[config.mk]
export PLATFORM = sky130hd
export DESIGN_NAME = pto_cmp
export DESIGN_NICKNAME = d
export VERILOG_FILES = /design/src/hw/rtl/pto_pkg.sv /design/src/hw/rtl/pto_cmp.sv
export SDC_FILE = /design/constraint.sdc
export NUM_CORES = 1
export LEC_CHECK = 0
export BUFFER_PORTS_ARGS = -buffer_cell sky130_fd_sc_hd__buf_2
export CORE_MARGIN = 3
export CORE_UTILIZATION = 51
export DETAILED_ROUTE_END_ITERATION = 10
export PLACE_DENSITY_LB_ADDON = 0.05
export REMOVE_ABC_BUFFERS = 1
export SLEW_MARGIN = 20
export SYNTH_ARGS = -nofsm -noshare
export SYNTH_HDL_FRONTEND = slang
export SYNTH_SLANG_ARGS = --single-unit
[constraint.sdc]
create_clock -name vclk -period 3.6
set_input_delay 0 -clock vclk [all_inputs]
set_output_delay 0 -clock vclk [all_outputs]
set_load 0.1 [all_outputs]
[src/hw/rtl/pto_pkg.sv]
// Package for the peer time offset median unit: sizes, reset values, codes and types.
`default_nettype none

package pto_pkg;

    localparam int MAX_SAMPLES = 256;
    localparam int ADDR_W      = $clog2(MAX_SAMPLES);
    localparam int CNT_W       = $clog2(MAX_SAMPLES + 1);
    localparam int TIME_W      = 36;
    localparam int OFS_W       = 37;
    localparam int MIN_W       = 9;
    localparam int OUT_CNT_W   = 9;
    localparam int CMP_W       = (CNT_W > MIN_W) ? CNT_W : MIN_W;
    localparam int CFG_IDX_W   = 2;
    localparam int IN_DATA_W   = 72;
    localparam int OUT_DATA_W  = 48;

    localparam logic [TIME_W-1:0] MAX_OFFSET_RST  = TIME_W'(70 * 60);
    localparam logic [TIME_W-1:0] NEAR_OFFSET_RST = TIME_W'(5 * 60);
    localparam logic [MIN_W-1:0]  MIN_SAMPLES_RST = MIN_W'(5);

    typedef enum logic [CFG_IDX_W-1:0] {
        CFG_MAX_OFFSET  = 2'd0,
        CFG_NEAR_OFFSET = 2'd1,
        CFG_MIN_SAMPLES = 2'd2
    } t_cfg_idx;

    typedef enum logic [2:0] {
        ST_IDLE,
        ST_SHIFT,
        ST_INS,
        ST_POST,
        ST_MED,
        ST_SCAN,
        ST_DONE
    } t_state;

    typedef struct packed {
        logic gt;
        logic mag_lt;
        logic nonzero;
    } t_cmp_res;

endpackage

`default_nettype wire

[src/hw/rtl/pto_cmp.sv]
// Shared compare unit: ordering against the sample and magnitude against a limit.
`default_nettype none

module pto_cmp
    import pto_pkg::*;
(
    input  wire logic signed [OFS_W-1:0]  i_entry,
    input  wire logic signed [OFS_W-1:0]  i_sample,
    input  wire logic        [TIME_W-1:0] i_limit,
    output t_cmp_res                      o_res
);

    logic [OFS_W-1:0] mag;

    always_comb begin
        mag           = i_entry[OFS_W-1] ? (OFS_W'(0) - i_entry) : i_entry;
        o_res.gt      = i_entry > i_sample;
        o_res.mag_lt  = mag < {1'b0, i_limit};
        o_res.nonzero = i_entry != '0;
    end

endmodule

`default_nettype wire

# Word-level counts from Yosys, hierarchy flattened
# Index checks and enable logic that the tools add are counted.
[word_totals]
register_bits = 0
input_bits = 110
word_cells = 5
[classes]
add_sub_neg = 1
n_lt_le_gt_ge = 2
muxes = 1
n_reduce_logical = 1
[op_table]
columns = ["operator", "count"]
rows = [
  ["greater-than comparator 37 bit", 1],
  ["less-than comparator 37 x 36 -> 1 bit", 1],
  ["two-way mux 37 bit", 1],
  ["nonzero test 37 bit", 1],
  ["subtractor 1 x 37 -> 37 bit, first input constant", 1],
]

# Longest topological paths before layout
[logic_depth]
word_depth = 3
mapped_depth = 14
ltp_nobuf = 14

# Worst setup path after synthesis
# Ideal clock, no wire load.
[synth_path]
path_type = "input -> output"
start = "input port i_entry[10]"
end = "output port o_res[1] (netlist bit)"
arrival_ns = 5.157
slack_ns = -1.557
path_stages = 13
cell_sequence = "or4_4 > or3_4 > or4b_1 > nand2b_4 > o31ai_1 > xnor2_1 > ha_1 > a21o_1 > a21o_1 > a211oi_1 > o21ai_0 > a21o_1 > a211oi_1"
[synth_rtl]
columns = ["element", "line_no", "text"]
rows = [
  ["start: declaration", "pto_cmp.sv:7", "input wire logic signed [OFS_W-1:0] i_entry,"],
  ["end: declaration", "pto_cmp.sv:10", "output t_cmp_res o_res"],
]

==> run summary <==
The flow ran to the end, and the final reports show no timing, DRC or antenna violations. The die covers 5970 um2. After floorplanning, the core was divided into 25 placement rows. The headroom to the max-slew limit is 0.637. Ranked by total cell area, the synthesized netlist is headed by sky130_fd_sc_hd__ha_1, sky130_fd_sc_hd__xnor2_1, sky130_fd_sc_hd__inv_1. The floorplan step set the die height to 77.3 um. The share of power burned in registers was 0; the all-layer global routing usage was 0.220. The category of the critical setup timing path is in2out. The area after detailed placement came out at 3340 um2. The die is 77.3 um wide. Buffers inserted to repair hold after CTS numbered 0. The run gives 0 as the number of antenna violations at the first check in global routing. The number of different library cells used by synthesis comes to 37. Summed over all layers, the routed wires come to 6860 um. The number of endpoints failing setup at the final stage was 0; the number of sequential cells in the layout was 0. The post-detailed-route DRC marker count came out at 0. The area occupied by multi-input gates is 2390 um2.

The area added between synthesis and finish was 33.8%. The tools report the clock network power share as 0. The tools report the netlist area before placement as 2590 um2. The detail route stage leaves a number of antenna-violating nets equal to 0. The wire length per cell was 12.2 um. Most area-hungry cell type in the Yosys netlist: sky130_fd_sc_hd__ha_1. Cell internal power was estimated by the tool at 201 uW. For hold timing, the worst endpoint is o_res[0]. The number of standard cells after synthesis was 368; the hold-critical path depth was 3. The sequential cells in the finished layout cover a total of 0 um2. Entering global routing, the biggest net connects 30 pins. The first global-routing pass estimated 11400 um of wire. The total area inside the core boundary comes to 4820 um2.

The switching share of total power came out at 0.535. Setup repair after global routing could not meet its margin everywhere. The critical path launch point type is an input port. The starting DRC count in detailed routing is 83, and the number of warnings issued by yosys is 0. The tool flagged a number of max-cap violations equal to 0. The repair_antennas step left the layout with diodes totalling 0.

The transition time at the pin with the least slew margin works out to 545 ps. Dividing the detail-routed via count by the number of cells gives 5.29. STA classifies the critical path endpoint as an output port. The final critical path time including I/O delays and setup was 3500 ps; the leakage component of the power was 0.00194 uW.

In this run the worst hold path is classified as in2out. The combinational power share is 1.000, and the clock buffer count is 0. The length of the first detailed-routing pass in iterations is 4, and the final weighted congestion in routability-driven placement is 0.863.

Proportion of netlist area held by the largest area contributor: 0.352. The tools report the number of pins with negative max-slew slack in the final report as 0. The power density normalized to cell area was 124 nW/um2. The final count of hold timing violations is 0. VDD sags by at most 0.0944 mV.

The fraction of the cycle the final worst path needs was 0.972. The library cell used most frequently in the layout, excluding fill and tap cells, is sky130_fd_sc_hd__buf_2. 113 I/O pins were placed. Counting the fill cells in the layout gives 439. Each instance of the synthesized netlist takes up on average 7.04 um2.

For the total power consumption of the routed design, the log shows 432 uW. The largest fanout on the critical path is 2, and the aggregate global routing overflow is 0. Based on the critical path, the design can be clocked at up to 0.286 GHz. Data on the critical path is required at its endpoint by 3600 ps. After routing the design area is 3470 um2. The switching power total came out at 231 uW. The count of buffers added on input and output ports is 113. The initial core utilization came out at 0.538.

The via count of the first global-routing pass was 2797. The fraction of final layout cells with drive strength greater than 1 was 0.304; the data arrival at the endpoint of the critical path was 3500 ps. The top cell types in the final layout, fill and taps aside, are sky130_fd_sc_hd__buf_2, sky130_fd_sc_hd__inv_1, sky130_fd_sc_hd__ha_1. The share of the yosys chip area belonging to registers was 0; the HPWL after detailed placement was 6100 um. In this run the most critical hold path is launched from i_entry[35].

For this run, the post-layout net count is 678. The detailed router placed 2960 vias in this run.
metrics by stage:
step                      instances  TNS, ps  utilization  hold slack (ps)  setup slack [ps]
final                           560        0        0.720              659               102
after detailed placement        557    -79.7        0.693              658             -79.7
after floorplan                 364    -1560            -              436             -1560
after global placement          557    -27.6        0.693              668             -27.6
after global routing            560    -79.4        0.720              700             -79.4
after CTS                       560        0        0.706              658              11.0
power by group through the flow:
stage | clock network (uW) | registers, uW | logic (uW)
2_1_floorplan | 0 | 0 | 258
3_3_place_gp | 0 | 0 | 406
3_5_place_dp | 0 | 0 | 418
4_1_cts | 0 | 0 | 426
5_1_grt | 0 | 0 | 493
6_report | 0 | 0 | 432
worst max path at each step:
stage                      from  endpoint  slack, ps
global placement    i_entry[10]  o_res[1]        -30
detailed placement  i_entry[17]  o_res[1]        -80
CTS                 i_entry[10]  o_res[1]         10
finish              i_entry[19]  o_res[1]        100
floorplan           i_entry[10]  o_res[1]      -1560
global route        i_entry[19]  o_res[1]        -80
Yosys cell counts, drive strengths merged:
cell type,instances
xnor2,34
ha,73
nor3,7
a211oi,4
a221oi,1
nor2,11
a21oi,28
a21o,12
nor2b,2
o311a,1
nor4b,1
o41ai,4
inv,75
or4b,1
and4,2
o21ba,1
or2,1
nand4,10
a31oi,1
o21ai,24
o41a,1
nor4,5
clkbuf,4
o31ai,11
o211ai,1
nand4b,2
nand3,7
nand2,28
or3,6
or4,5
nand3b,1
nand2b,4
cell type report:
| class | count | share of cell area |
|---|---|---|
| Multi-Input combinational cell | 289 | 0.689 |
| Timing Repair Buffer | 129 | 0.206 |
| Inverter | 75 | 0.0812 |
| Tap cell | 67 | 0.0242 |
critical path, stage by stage:
cell and delay (ps):
sky130_fd_sc_hd__buf_2 110, sky130_fd_sc_hd__or4_4 540, sky130_fd_sc_hd__or3_4 340, sky130_fd_sc_hd__or4_4 490, sky130_fd_sc_hd__or2_4 260, sky130_fd_sc_hd__o41ai_4 240
sky130_fd_sc_hd__xnor2_1 180, sky130_fd_sc_hd__ha_2 300, sky130_fd_sc_hd__nand4_1 100, sky130_fd_sc_hd__nor2_1 70, sky130_fd_sc_hd__a211oi_2 190, sky130_fd_sc_hd__o21ai_1 80
sky130_fd_sc_hd__a21o_1 160, sky130_fd_sc_hd__a211oi_2 140, sky130_fd_sc_hd__buf_4 150, sky130_fd_sc_hd__buf_12 160
cells by family (layout without fill, tap and decap cells):
kind of cell,after synthesis,count (layout),share of synthesized area
AND/OR/NAND/NOR,93,93,0.198
AO/OA/AOI/OAI,89,89,0.220
buffers and inverters,79,204,0.114
adder cells (fa/ha/maj),73,73,0.352
XOR/XNOR,34,34,0.115
routing by layer:
layer	vias up	wire, um	track usage
met3	2	368	0.0200
met5	-	0	0
met2	73	3530	0.427
li1	1556	-	-
met4	0	27	0.0178
met1	1329	2930	0.267
repair_timing:
| action | 4_1_cts | 5_1_grt |
|---|---|---|
| hold endpoints to repair | 0 | 0 |
| resized for setup | 9 | 12 |
| buffers inserted | 3 | 0 |
| setup endpoints to repair | 1 | 1 |
| pin swaps | 7 | 8 |
Note: power is estimated with default switching activity, not from simulation.
