==> config.mk <==
export PLATFORM = sky130hd
export DESIGN_NAME = pto_ram
export DESIGN_NICKNAME = d
export VERILOG_FILES = /design/src/hw/rtl/pto_ram.sv
export SDC_FILE = /design/constraint.sdc
export NUM_CORES = 1
export LEC_CHECK = 0
export BUFFER_PORTS_ARGS = -buffer_cell sky130_fd_sc_hd__buf_2
export CAP_MARGIN = 20
export CORE_MARGIN = 2
export CORE_UTILIZATION = 40
export DETAILED_ROUTE_END_ITERATION = 12
export SKIP_LAST_GASP = 1
export SLEW_MARGIN = 20
export SYNTH_ARGS = -nofsm -noshare
export SYNTH_HDL_FRONTEND = slang
export SYNTH_SLANG_ARGS = --single-unit
export TNS_END_PERCENT = 30
==> constraint.sdc <==
create_clock -name i_clk -period 1.7 [get_ports i_clk]
set_clock_uncertainty 0.05 [all_clocks]
set_input_delay 0.085 -clock i_clk [delete_from_list [all_inputs] [get_ports i_clk]]
set_output_delay 0.085 -clock i_clk [all_outputs]
set_load 0.005 [all_outputs]
==> src/hw/rtl/pto_ram.sv <==
// Generic single-write, single-read RAM with a registered read port.
`default_nettype none

module pto_ram #(
    parameter int WIDTH = 8,
    parameter int DEPTH = 16
) (
    input  wire logic                     i_clk,
    input  wire logic                     i_we,
    input  wire logic [$clog2(DEPTH)-1:0] i_waddr,
    input  wire logic [WIDTH-1:0]         i_wdata,
    input  wire logic [$clog2(DEPTH)-1:0] i_raddr,
    output logic      [WIDTH-1:0]         o_rdata
);

    logic [WIDTH-1:0] r_mem [DEPTH];

    always_ff @(posedge i_clk) begin
        if (i_we) begin
            r_mem[i_waddr] <= i_wdata;
        end
        o_rdata <= r_mem[i_raddr];
    end

endmodule

`default_nettype wire

Yosys cells after proc, flatten, opt, wreduce, memory -nomap -nowiden
Memories as Yosys holds them, arrays and structs flattened. A register that Yosys moved wholly into a read port is not among the register bits.
Cells that the tools add are included.
- output and inout bits: 8
- bits of input ports: 18
- memories kept: 1
- memory bits (writable): 128
- logic and storage cells: 3
- flip-flop bits (word level): 0
- mux-type cells: 2
- memories (name ; words ; bits a word ; read ports ; clocked after Yosys merged registers in ; wr ports ; RTL line ; source):
    r_mem ; 16 ; 8 ; 1 ; 1 ; 1 ; 16 ; logic [WIDTH-1:0] r_mem [DEPTH];
- operator list (cell ; number):
    1-bit 2-to-1 mux ; 2

Longest topological paths before layout
Gate-level depths: netlist of the first run.
- depth in word-level cells: 2
- gate-level depth with buffers: 5
- gate-level depth less buffers: 3

Least setup slack after synthesis of the first run
OpenSTA, ideal clock, no wires.
- path kind: input port to flip-flop
- from: input port i_waddr[2]
- to: memory r_mem[0][0], enable pin
- path slack: 0.072 ns
- path buffers: 0
- cell stages on the path: 2
- setup time: 0.383 ns
- arrival: 1.195 ns
- required time: 1.267 ns
- path through: or3b_2 -> nor3_1
- RTL lines (what ; RTL line ; source):
    start: declaration ; 10 ; input wire logic [$clog2(DEPTH)-1:0] i_waddr,
    end: declaration ; 16 ;
No word-level cell before the write port.

==> results.yml, run 1 <==
run_status:
  status: "finished, final reports clean"
finish:
  fin_nets: 304
  drive_gt1_share_pct: 29.8
  syn_to_final_growth_pct: 19.1
  fillerInstances: 1010
  antennaDiodeCount: 0
worst_setup_path:
  startpoint_type: "flop"
  cp.required_ps: 1940
  worst_r2r_path_depth: 3
  critical_path_class: "reg2reg"
  crit_start: "r_mem[1][0]"
  r2r_start: "r_mem[1][0]"
  r2r_setup_slack_ps: 290
  crit_end: "o_rdata[0]"
  r2r_end: "o_rdata[0]"
  crit_path_end_kind: "flop"
  cp_max_fo: 1
  cp_data_arrival_time_ps: 1650
floorplan:
  boundaryPins: 26
  dieHeight_um: 117
  die_w_um: 117
  rows: 41
  coreArea_mm2: 0.0126
  dieArea_mm2: 0.0138
  start_util_pct: 41.0
clocking:
  cts_buffers: 17
  clk-insertion-delay-late_ps: 410
  cts_resized: 0
  clockBufferDepth: 2
  path_clk_slew_ps: 60
  tritoncts: "built"
  clockRootBuffer: "clkbuf_16"
  h-tree-depth: 4
  clock-sinks: 136
  postCtsSetupRepairBufs: 0
sta:
  fin_crit_ps: 1410
  hold_ws_ps: 1.70
  fin_tns_setup_ps: 0
  rsz0062_at_grt: "false"
  setup_viol: 0
  tightest_slew_ps: 417
  max_slew_margin_pct: 72.2
  finalHoldViolations: 0
  fmax_ghz: 0.708
  slew_violations: 0
  min_period_over_period_pct: 83.1
place:
  port_buffers: 25
  hpwlAfterDp_um: 6040
  place_congestion: 0.720
synth:
  yosysWarnings: 0
  synth_most_common_cell: "edfxtp_1"
  netlist.area_leader.share_pct: 74.7
  postSynthAreaPerCell_um2: 22.5
  yosys.area.top_type: "edfxtp_1"
  synth_edf_count: 128
  netlist_instances: 229
  yosysSeqAreaShare_pct: 77.8
  ys_seq_elements: 136
  synth_cell_types: 19
  synthTopCellsByCount: "128 x edfxtp_1, 18 x mux4_2, 16 x a22oi_1, 14 x mux4_1, 13 x nor2_1"
  synthesis.area_mm2: 0.00515
  synth_area_leaders: "edfxtp_1 75%, mux4_2 7.9%, mux4_1 7.1%"
  syn_nets: 247
  synthArstFlopShare_pct: 0
  synth_top_flop_cell: "edfxtp_1"
global_routing:
  grt_max_degree: 17
  overflow: 0
  antenna_found_initial: 0
  first_global_vias: 2517
  grt_pass1_wl_um: 14700
  grt_usage_pct: 14.8
route:
  num_vias: 2383
  dr.pass1.iters: 5
  via_per_inst: 5.06
  antenna_left: 0
  dr.first_iter.drc_count: 209
  post-route-drc-count: 0
  wl_per_cell_um: 19.9
  routed_wirelength_um: 9360
min_path:
  min_path_type: "in2reg"
  holdPathStages: 1
power_and_ir_drop:
  p_per_area_mw_per_mm2: 1190
  ir_drop_v: 0.000670
  leakage_uw: 0.00208
run:
  maxCapViolCount: 0
-- state kept, by name, indices dropped and copies added (netlist names) --
name and cells:
o_rdata 8, r_mem 128
-- worst min-delay path by stage --
stage                     from           to  slack, ps
detailed placement  o_rdata[7]   o_rdata[7]        420
global route        i_wdata[5]  r_mem[0][5]         20
floorplan           i_wdata[0]  r_mem[0][0]        130
global placement    o_rdata[7]   o_rdata[7]        410
finish              i_wdata[5]  r_mem[5][5]          2
CTS                 i_wdata[5]  r_mem[6][5]        0.6
-- final cells by class --
type                            count  area, um^2  area share, %
Clock buffer                       29         500           8.16
Multi-Input combinational cell     83        1060           17.2
Tap cell                          172         215           3.51
Timing Repair Buffer               48         338           5.51
Clock inverter                      3        17.5          0.286
Sequential cell                   136        4000           65.3
-- worst max-delay path, stage by stage (launching register included) --
cell and delay, ps:
edfxtp_1 360, mux4_1 510, a22oi_1 280, nand2_1 90
-- report_power, final --
group	switching [uW]	total, uW	internal, uW
registers	19.1	3770	3750
clock network	1220	3190	1970
logic	189	348	159
total	1430	7310	5890
-- timing repair --
item | CTS | global route
setup endpoints to repair | 0 | 0
hold buffers | 1 | 0
endpoints found under the hold margin | 4 | 0
-- per-stage QoR --
| stage | instances | power (uW) | cell area (um^2) | setup WS (ps) | util, % |
|---|---|---|---|---|---|
| 6_report | 471 | 7310 | 6130 | 288 | 48.8 |
| 3_3_place_gp | 438 | 4180 | 5600 | 151 | 44.6 |
| 5_1_grt | 471 | 7560 | 6130 | 229 | 48.8 |
| 4_1_cts | 471 | 7380 | 6130 | 299 | 48.8 |
| 3_5_place_dp | 438 | 4190 | 5600 | 157 | 44.6 |
| 2_1_floorplan | 229 | 4030 | 5150 | 72.1 | - |
-- placed cells by master (no fill, tap or decap), drive strengths merged, types with 2 or more instances in the layout --
| master | netlist | routed |
|---|---|---|
| nand2 | 9 | 9 |
| a22oi | 16 | 16 |
| edfxtp | 128 | 128 |
| nor3 | 4 | 4 |
| clkbuf | 0 | 29 |
| nand3b | 2 | 2 |
| dfxtp | 8 | 8 |
| nand2b | 2 | 2 |
| mux4 | 32 | 32 |
| buf | 7 | 47 |
| clkinv | 0 | 2 |
| nor2 | 13 | 13 |
-- layer usage --
layer / global-route usage, % / vias to the layer above / wire length, um
met3: 4.28 / 16 / 293
li1: - / 1088 / -
met1: 18.2 / 1231 / 4140
met4: 6.78 / 0 / 163
met2: 24.2 / 48 / 4770
met5: 0 / - / 0
-- cells by family (layout without fill, tap and decap cells) --
| kind of cell | after synthesis | count (layout) | share of synthesized area, % |
|---|---|---|---|
| simple gates | 35 | 35 | 3.18 |
| compound gates | 16 | 16 | 2.33 |
| buf+inv | 10 | 80 | 1.68 |
| flops | 136 | 136 | 77.8 |
| mux | 32 | 32 | 15.0 |
Note: power is estimated with default switching activity, not from simulation.
==> run 2, diff against run 1 <==
==> constraint.sdc (replaced) <==
create_clock -name i_clk -period 1.43 [get_ports i_clk]
set_clock_uncertainty 0.05 [all_clocks]
set_input_delay 0.0715 -clock i_clk [delete_from_list [all_inputs] [get_ports i_clk]]
set_output_delay 0.0715 -clock i_clk [all_outputs]
set_load 0.005 [all_outputs]
==> results.yml, run 2 (synthesized netlist as in run 1, its figures left out) <==
run_status:
  status: "finished, final reports clean"
route:
  post-route-drc-count: 0
  routed_wirelength_um: 9880
  wl_per_cell_um: 20.7
  dr.pass1.iters: 5
  via_per_inst: 5.13
  antenna_left: 0
  num_vias: 2443
  dr.first_iter.drc_count: 235
floorplan:
  dieArea_mm2: 0.0138
  start_util_pct: 41.0
  dieHeight_um: 117
  coreArea_mm2: 0.0126
  boundaryPins: 26
  die_w_um: 117
  rows: 41
finish:
  drive_gt1_share_pct: 33.6
  reg_top3: "r_mem (128), o_rdata (8)"
  largest_reg_flops: 128
  syn_to_final_growth_pct: 21.9
  antennaDiodeCount: 0
  fin_area_mm2: 0.00627
  largest-register: "r_mem"
  fin_nets: 310
  layout_common_cells: "128 x edfxtp_1, 25 x buf_2, 20 x buf_4"
  final_common_cell: "edfxtp_1"
clocking:
  clock-sinks: 136
  tritoncts: "built"
  clockBufferDepth: 2
  cts_buffers: 17
  postCtsSetupRepairBufs: 0
  clk-insertion-delay-late_ps: 410
  path_clk_slew_ps: 50
  clockRootBuffer: "clkbuf_16"
  h-tree-depth: 4
global_routing:
  grt_pass1_wl_um: 16000
  antenna_found_initial: 0
  first_global_vias: 2710
  overflow: 0
  grt_usage_pct: 16.0
  grt_max_degree: 33
worst_setup_path:
  cpPeakStageDelay_ps: 540
  crit_family: "multiplexers"
  cp_cell_sequence: "mux4_1 -> a22oi_2 -> nand2_1"
  path_buf_inv: 0
  cp_data_arrival_time_ps: 1610
  cp.required_ps: 1680
  cp_max_fo: 1
  crit_path_end_kind: "flop"
  startpoint_type: "flop"
  cpMaxStageDelayCell: "mux4_1"
  critical_path_class: "reg2reg"
run:
  maxCapViolCount: 0
sta:
  max_slew_margin_pct: 44.6
  fin_crit_ps: 1360
  slew_violations: 0
  fmax_ghz: 0.733
  tightest_slew_ps: 829
  setup_viol: 0
  finalHoldViolations: 0
  setup_slack_ps: 65.0
  rsz0062_at_grt: "true"
  min_period_over_period_pct: 95.5
place:
  post-place-ws_ps: -130
  hpwlAfterDp_um: 6350
  place_congestion: 0.749
  placed_area_mm2: 0.00564
  port_buffers: 25
min_path:
  min_path_type: "in2reg"
power_and_ir_drop:
  ir_drop_v: 0.000805
  leakage_uw: 0.00215
  p_per_area_mw_per_mm2: 1450
==> run 2: cell count changes in the layout (fill, tap and decap cells not counted), sizes merged <==
cell and delta:
clkbuf -9, clkinv +7, dlygate4sd3 +4, buf +2
bufinv +2, clkinvlp -1
==> run 2: cell type report <==
class,instances,area (um^2)
fill,1021,6300
sequential,136,4000
multi-input combinational,83,1080
clock buffer,20,467
timing repair buffer,54,405
tap,172,215
clock inverter,11,104
==> run 2: worst register-to-register path: stages, from the launching register on <==
cell,delay (ps)
edfxtp_1,350
mux4_1,540
a22oi_2,240
nand2_1,70
==> run 2: worst paths after layout <==
kind,start,to,slack (ps),depth (start not counted)
min reg2reg,r_mem[12][2],o_rdata[2],630,3
min,i_wdata[0],r_mem[0][0],10,1
max reg2reg,r_mem[1][2],o_rdata[2],70,3
max,r_mem[1][2],o_rdata[2],70,3
==> run 2: report_power, final <==
group          internal (uW)  total (uW)  leakage [uW]  switching, uW
Combinational            203         439      0.000638            236
Sequential              4460        4490       0.00122           27.1
Clock                   2660        4170      0.000292           1510
Total                   7320        9090       0.00215           1780
==> run 2: what timing repair did <==
item | CTS | global route
hold buffers | 5 | 0
gates resized for setup | 1 | 2
setup endpoints to repair | 1 | 5
hold endpoints to repair | 74 | 0
==> run 2: layer usage <==
| layer | routed length [um] | global-route usage [%] |
|---|---|---|
| met2 | 4780 | 24.0 |
| met4 | 160 | 6.55 |
| met3 | 394 | 4.77 |
| met1 | 4540 | 22.0 |
| met5 | 0 | 0 |
==> run 2: stage by stage <==
| step | cells | util [%] | power (uW) | TNS, ps | hold slack (ps) |
|---|---|---|---|---|---|
| final | 476 | 49.9 | 9090 | 0 | 10.9 |
| after global routing | 476 | 49.9 | 9390 | -39.3 | 13.0 |
| after CTS | 476 | 49.8 | 9160 | 0 | 1.07 |
| after detailed placement | 440 | 44.8 | 5000 | -624 | 401 |
| after global placement | 440 | 44.8 | 4990 | -561 | 398 |
| after floorplan | 229 | - | 4790 | 0 | 120 |
==> run 3, diff against run 2 <==
--- a/config.mk
+++ b/config.mk
@@ -9,6 +9,7 @@
 export CAP_MARGIN = 20
 export CORE_MARGIN = 2
 export CORE_UTILIZATION = 40
+export CTS_BUF_LIST = sky130_fd_sc_hd__clkbuf_2 sky130_fd_sc_hd__clkbuf_4 sky130_fd_sc_hd__clkbuf_8
 export DETAILED_ROUTE_END_ITERATION = 12
 export SKIP_LAST_GASP = 1
 export SLEW_MARGIN = 20
==> results.yml, run 3 (synthesized netlist as in run 1, its figures left out) <==
sta:
  setup_viol: 0
  min_period_over_period_pct: 95.5
  rsz0062_at_grt: "true"
  fin_tns_setup_ps: 0
  tightest_slew_ps: 789
  slew_violations: 0
  fmax_ghz: 0.732
  finalHoldViolations: 0
  fin_crit_ps: 1370
  max_slew_margin_pct: 47.3
  hold_ws_ps: 145
route:
  via_per_inst: 5.11
  routed_wirelength_um: 9860
  num_vias: 2447
  dr.first_iter.drc_count: 243
  wl_per_cell_um: 20.6
  antenna_left: 0
  dr.pass1.iters: 5
  post-route-drc-count: 0
worst_setup_path:
  r2r_setup_slack_ps: 60
  crit_path_end_kind: "flop"
  crit_start: "r_mem[9][4]"
  cp.required_ps: 1700
  cp_data_arrival_time_ps: 1630
  r2r_start: "r_mem[9][4]"
  startpoint_type: "flop"
  cp_max_fo: 1
  worst_r2r_path_depth: 3
  critical_path_class: "reg2reg"
  r2r_end: "o_rdata[4]"
min_path:
  hold_end: "r_mem[0][3]"
  worstHoldStart: "i_waddr[0]"
  holdPathStages: 3
  min_path_type: "in2reg"
power_and_ir_drop:
  p_per_area_mw_per_mm2: 1300
  seq_power_share_pct: 56.5
  p_switching_uw: 1620
  p_int_uw: 6310
  p_sw_share_pct: 20.4
  p_comb_share_pct: 5.6
  clkPwrFrac_pct: 37.9
  ir_drop_v: 0.000506
  leakage_uw: 0.00208
floorplan:
  rows: 41
  boundaryPins: 26
  start_util_pct: 41.0
  dieHeight_um: 117
  coreArea_mm2: 0.0126
  dieArea_mm2: 0.0138
  die_w_um: 117
clocking:
  h-tree-depth: 4
  clock-sinks: 136
  clockBufferDepth: 2
  cts_buffers: 17
  clk-insertion-delay-late_ps: 430
  clockRootBuffer: "clkbuf_8"
  postCtsSetupRepairBufs: 0
  path_clk_slew_ps: 70
  tritoncts: "built"
place:
  placed_area_mm2: 0.00564
  place_congestion: 0.749
  port_buffers: 25
  hpwlAfterDp_um: 6350
finish:
  reg_top3: "r_mem (128), o_rdata (8)"
  layout_common_cells: "128 x edfxtp_1, 25 x buf_2, 20 x clkbuf_8, 20 x buf_4, 18 x mux4_2"
  largest-register: "r_mem"
  drive_gt1_share_pct: 33.2
  syn_to_final_growth_pct: 18.7
  multi_input_area_mm2: 0.00108
  fin_area_mm2: 0.00611
  fillerInstances: 1055
  fin_nets: 313
  largest_reg_flops: 128
  antennaDiodeCount: 0
  seq_area_mm2: 0.00400
  final_common_cell: "edfxtp_1"
global_routing:
  antenna_found_initial: 0
  first_global_vias: 2705
  grt_max_degree: 33
  grt_pass1_wl_um: 15900
  grt_usage_pct: 15.9
  overflow: 0
run:
  maxCapViolCount: 0
run_status:
  status: "finished, final reports clean"
run 3: layout make-up:
class                   instances  share of cell area, %
flip-flops and latches        136                   65.5
multi-input cells              83                   17.6
repair buffers                 57                   7.13
clock buffers                  20                   4.50
well taps                     172                   3.52
clock inverters                11                   1.70
run 3: worst max-delay path by stage:
stage | to | slack [ps] | depth (start not counted)
after CTS | o_rdata[5] | 9 | 3
after global placement | o_rdata[5] | -140 | 5
final | o_rdata[4] | 60 | 3
after detailed placement | o_rdata[5] | -130 | 5
after global routing | o_rdata[4] | -20 | 3
after floorplan | r_mem[3][0] | 40 | 2
run 3: per-layer routing:
layer / routed length, um / track usage, % / vias to the layer above
met5: 0 / 0 / -
met4: 123 / 6.33 / 0
met3: 441 / 4.57 / 12
met2: 4800 / 24.0 / 76
met1: 4490 / 21.9 / 1259
li1: - / - / 1100
run 3: power by group through the flow:
stage	clock network, uW	registers [uW]	logic, uW
floorplan	0	4560	227
global placement	0	4560	423
detailed placement	0	4570	431
CTS	3060	4480	451
global route	3230	4490	492
finish	3000	4480	445
run 3: through the flow:
| stage | cells | setup WS (ps) | total power, uW | utilization (%) |
|---|---|---|---|---|
| 2_1_floorplan | 229 | 42.4 | 4790 | - |
| 3_3_place_gp | 440 | -140 | 4990 | 44.8 |
| 3_5_place_dp | 440 | -130 | 5000 | 44.8 |
| 4_1_cts | 479 | 9.03 | 7990 | 48.5 |
| 5_1_grt | 479 | -17.8 | 8210 | 48.6 |
| 6_report | 479 | 64.6 | 7920 | 48.6 |
run 3: critical path: stages (launching register included):
cell and delay [ps]:
edfxtp_1 360, mux4_1 520, a22oi_2 250, nand2_1 70
run 3: timing repair:
item | 4_1_cts | 5_1_grt
setup endpoints to repair | 1 | 5
gates resized for setup | 1 | 2
hold buffers | 8 | 0
endpoints found under the hold margin | 128 | 0
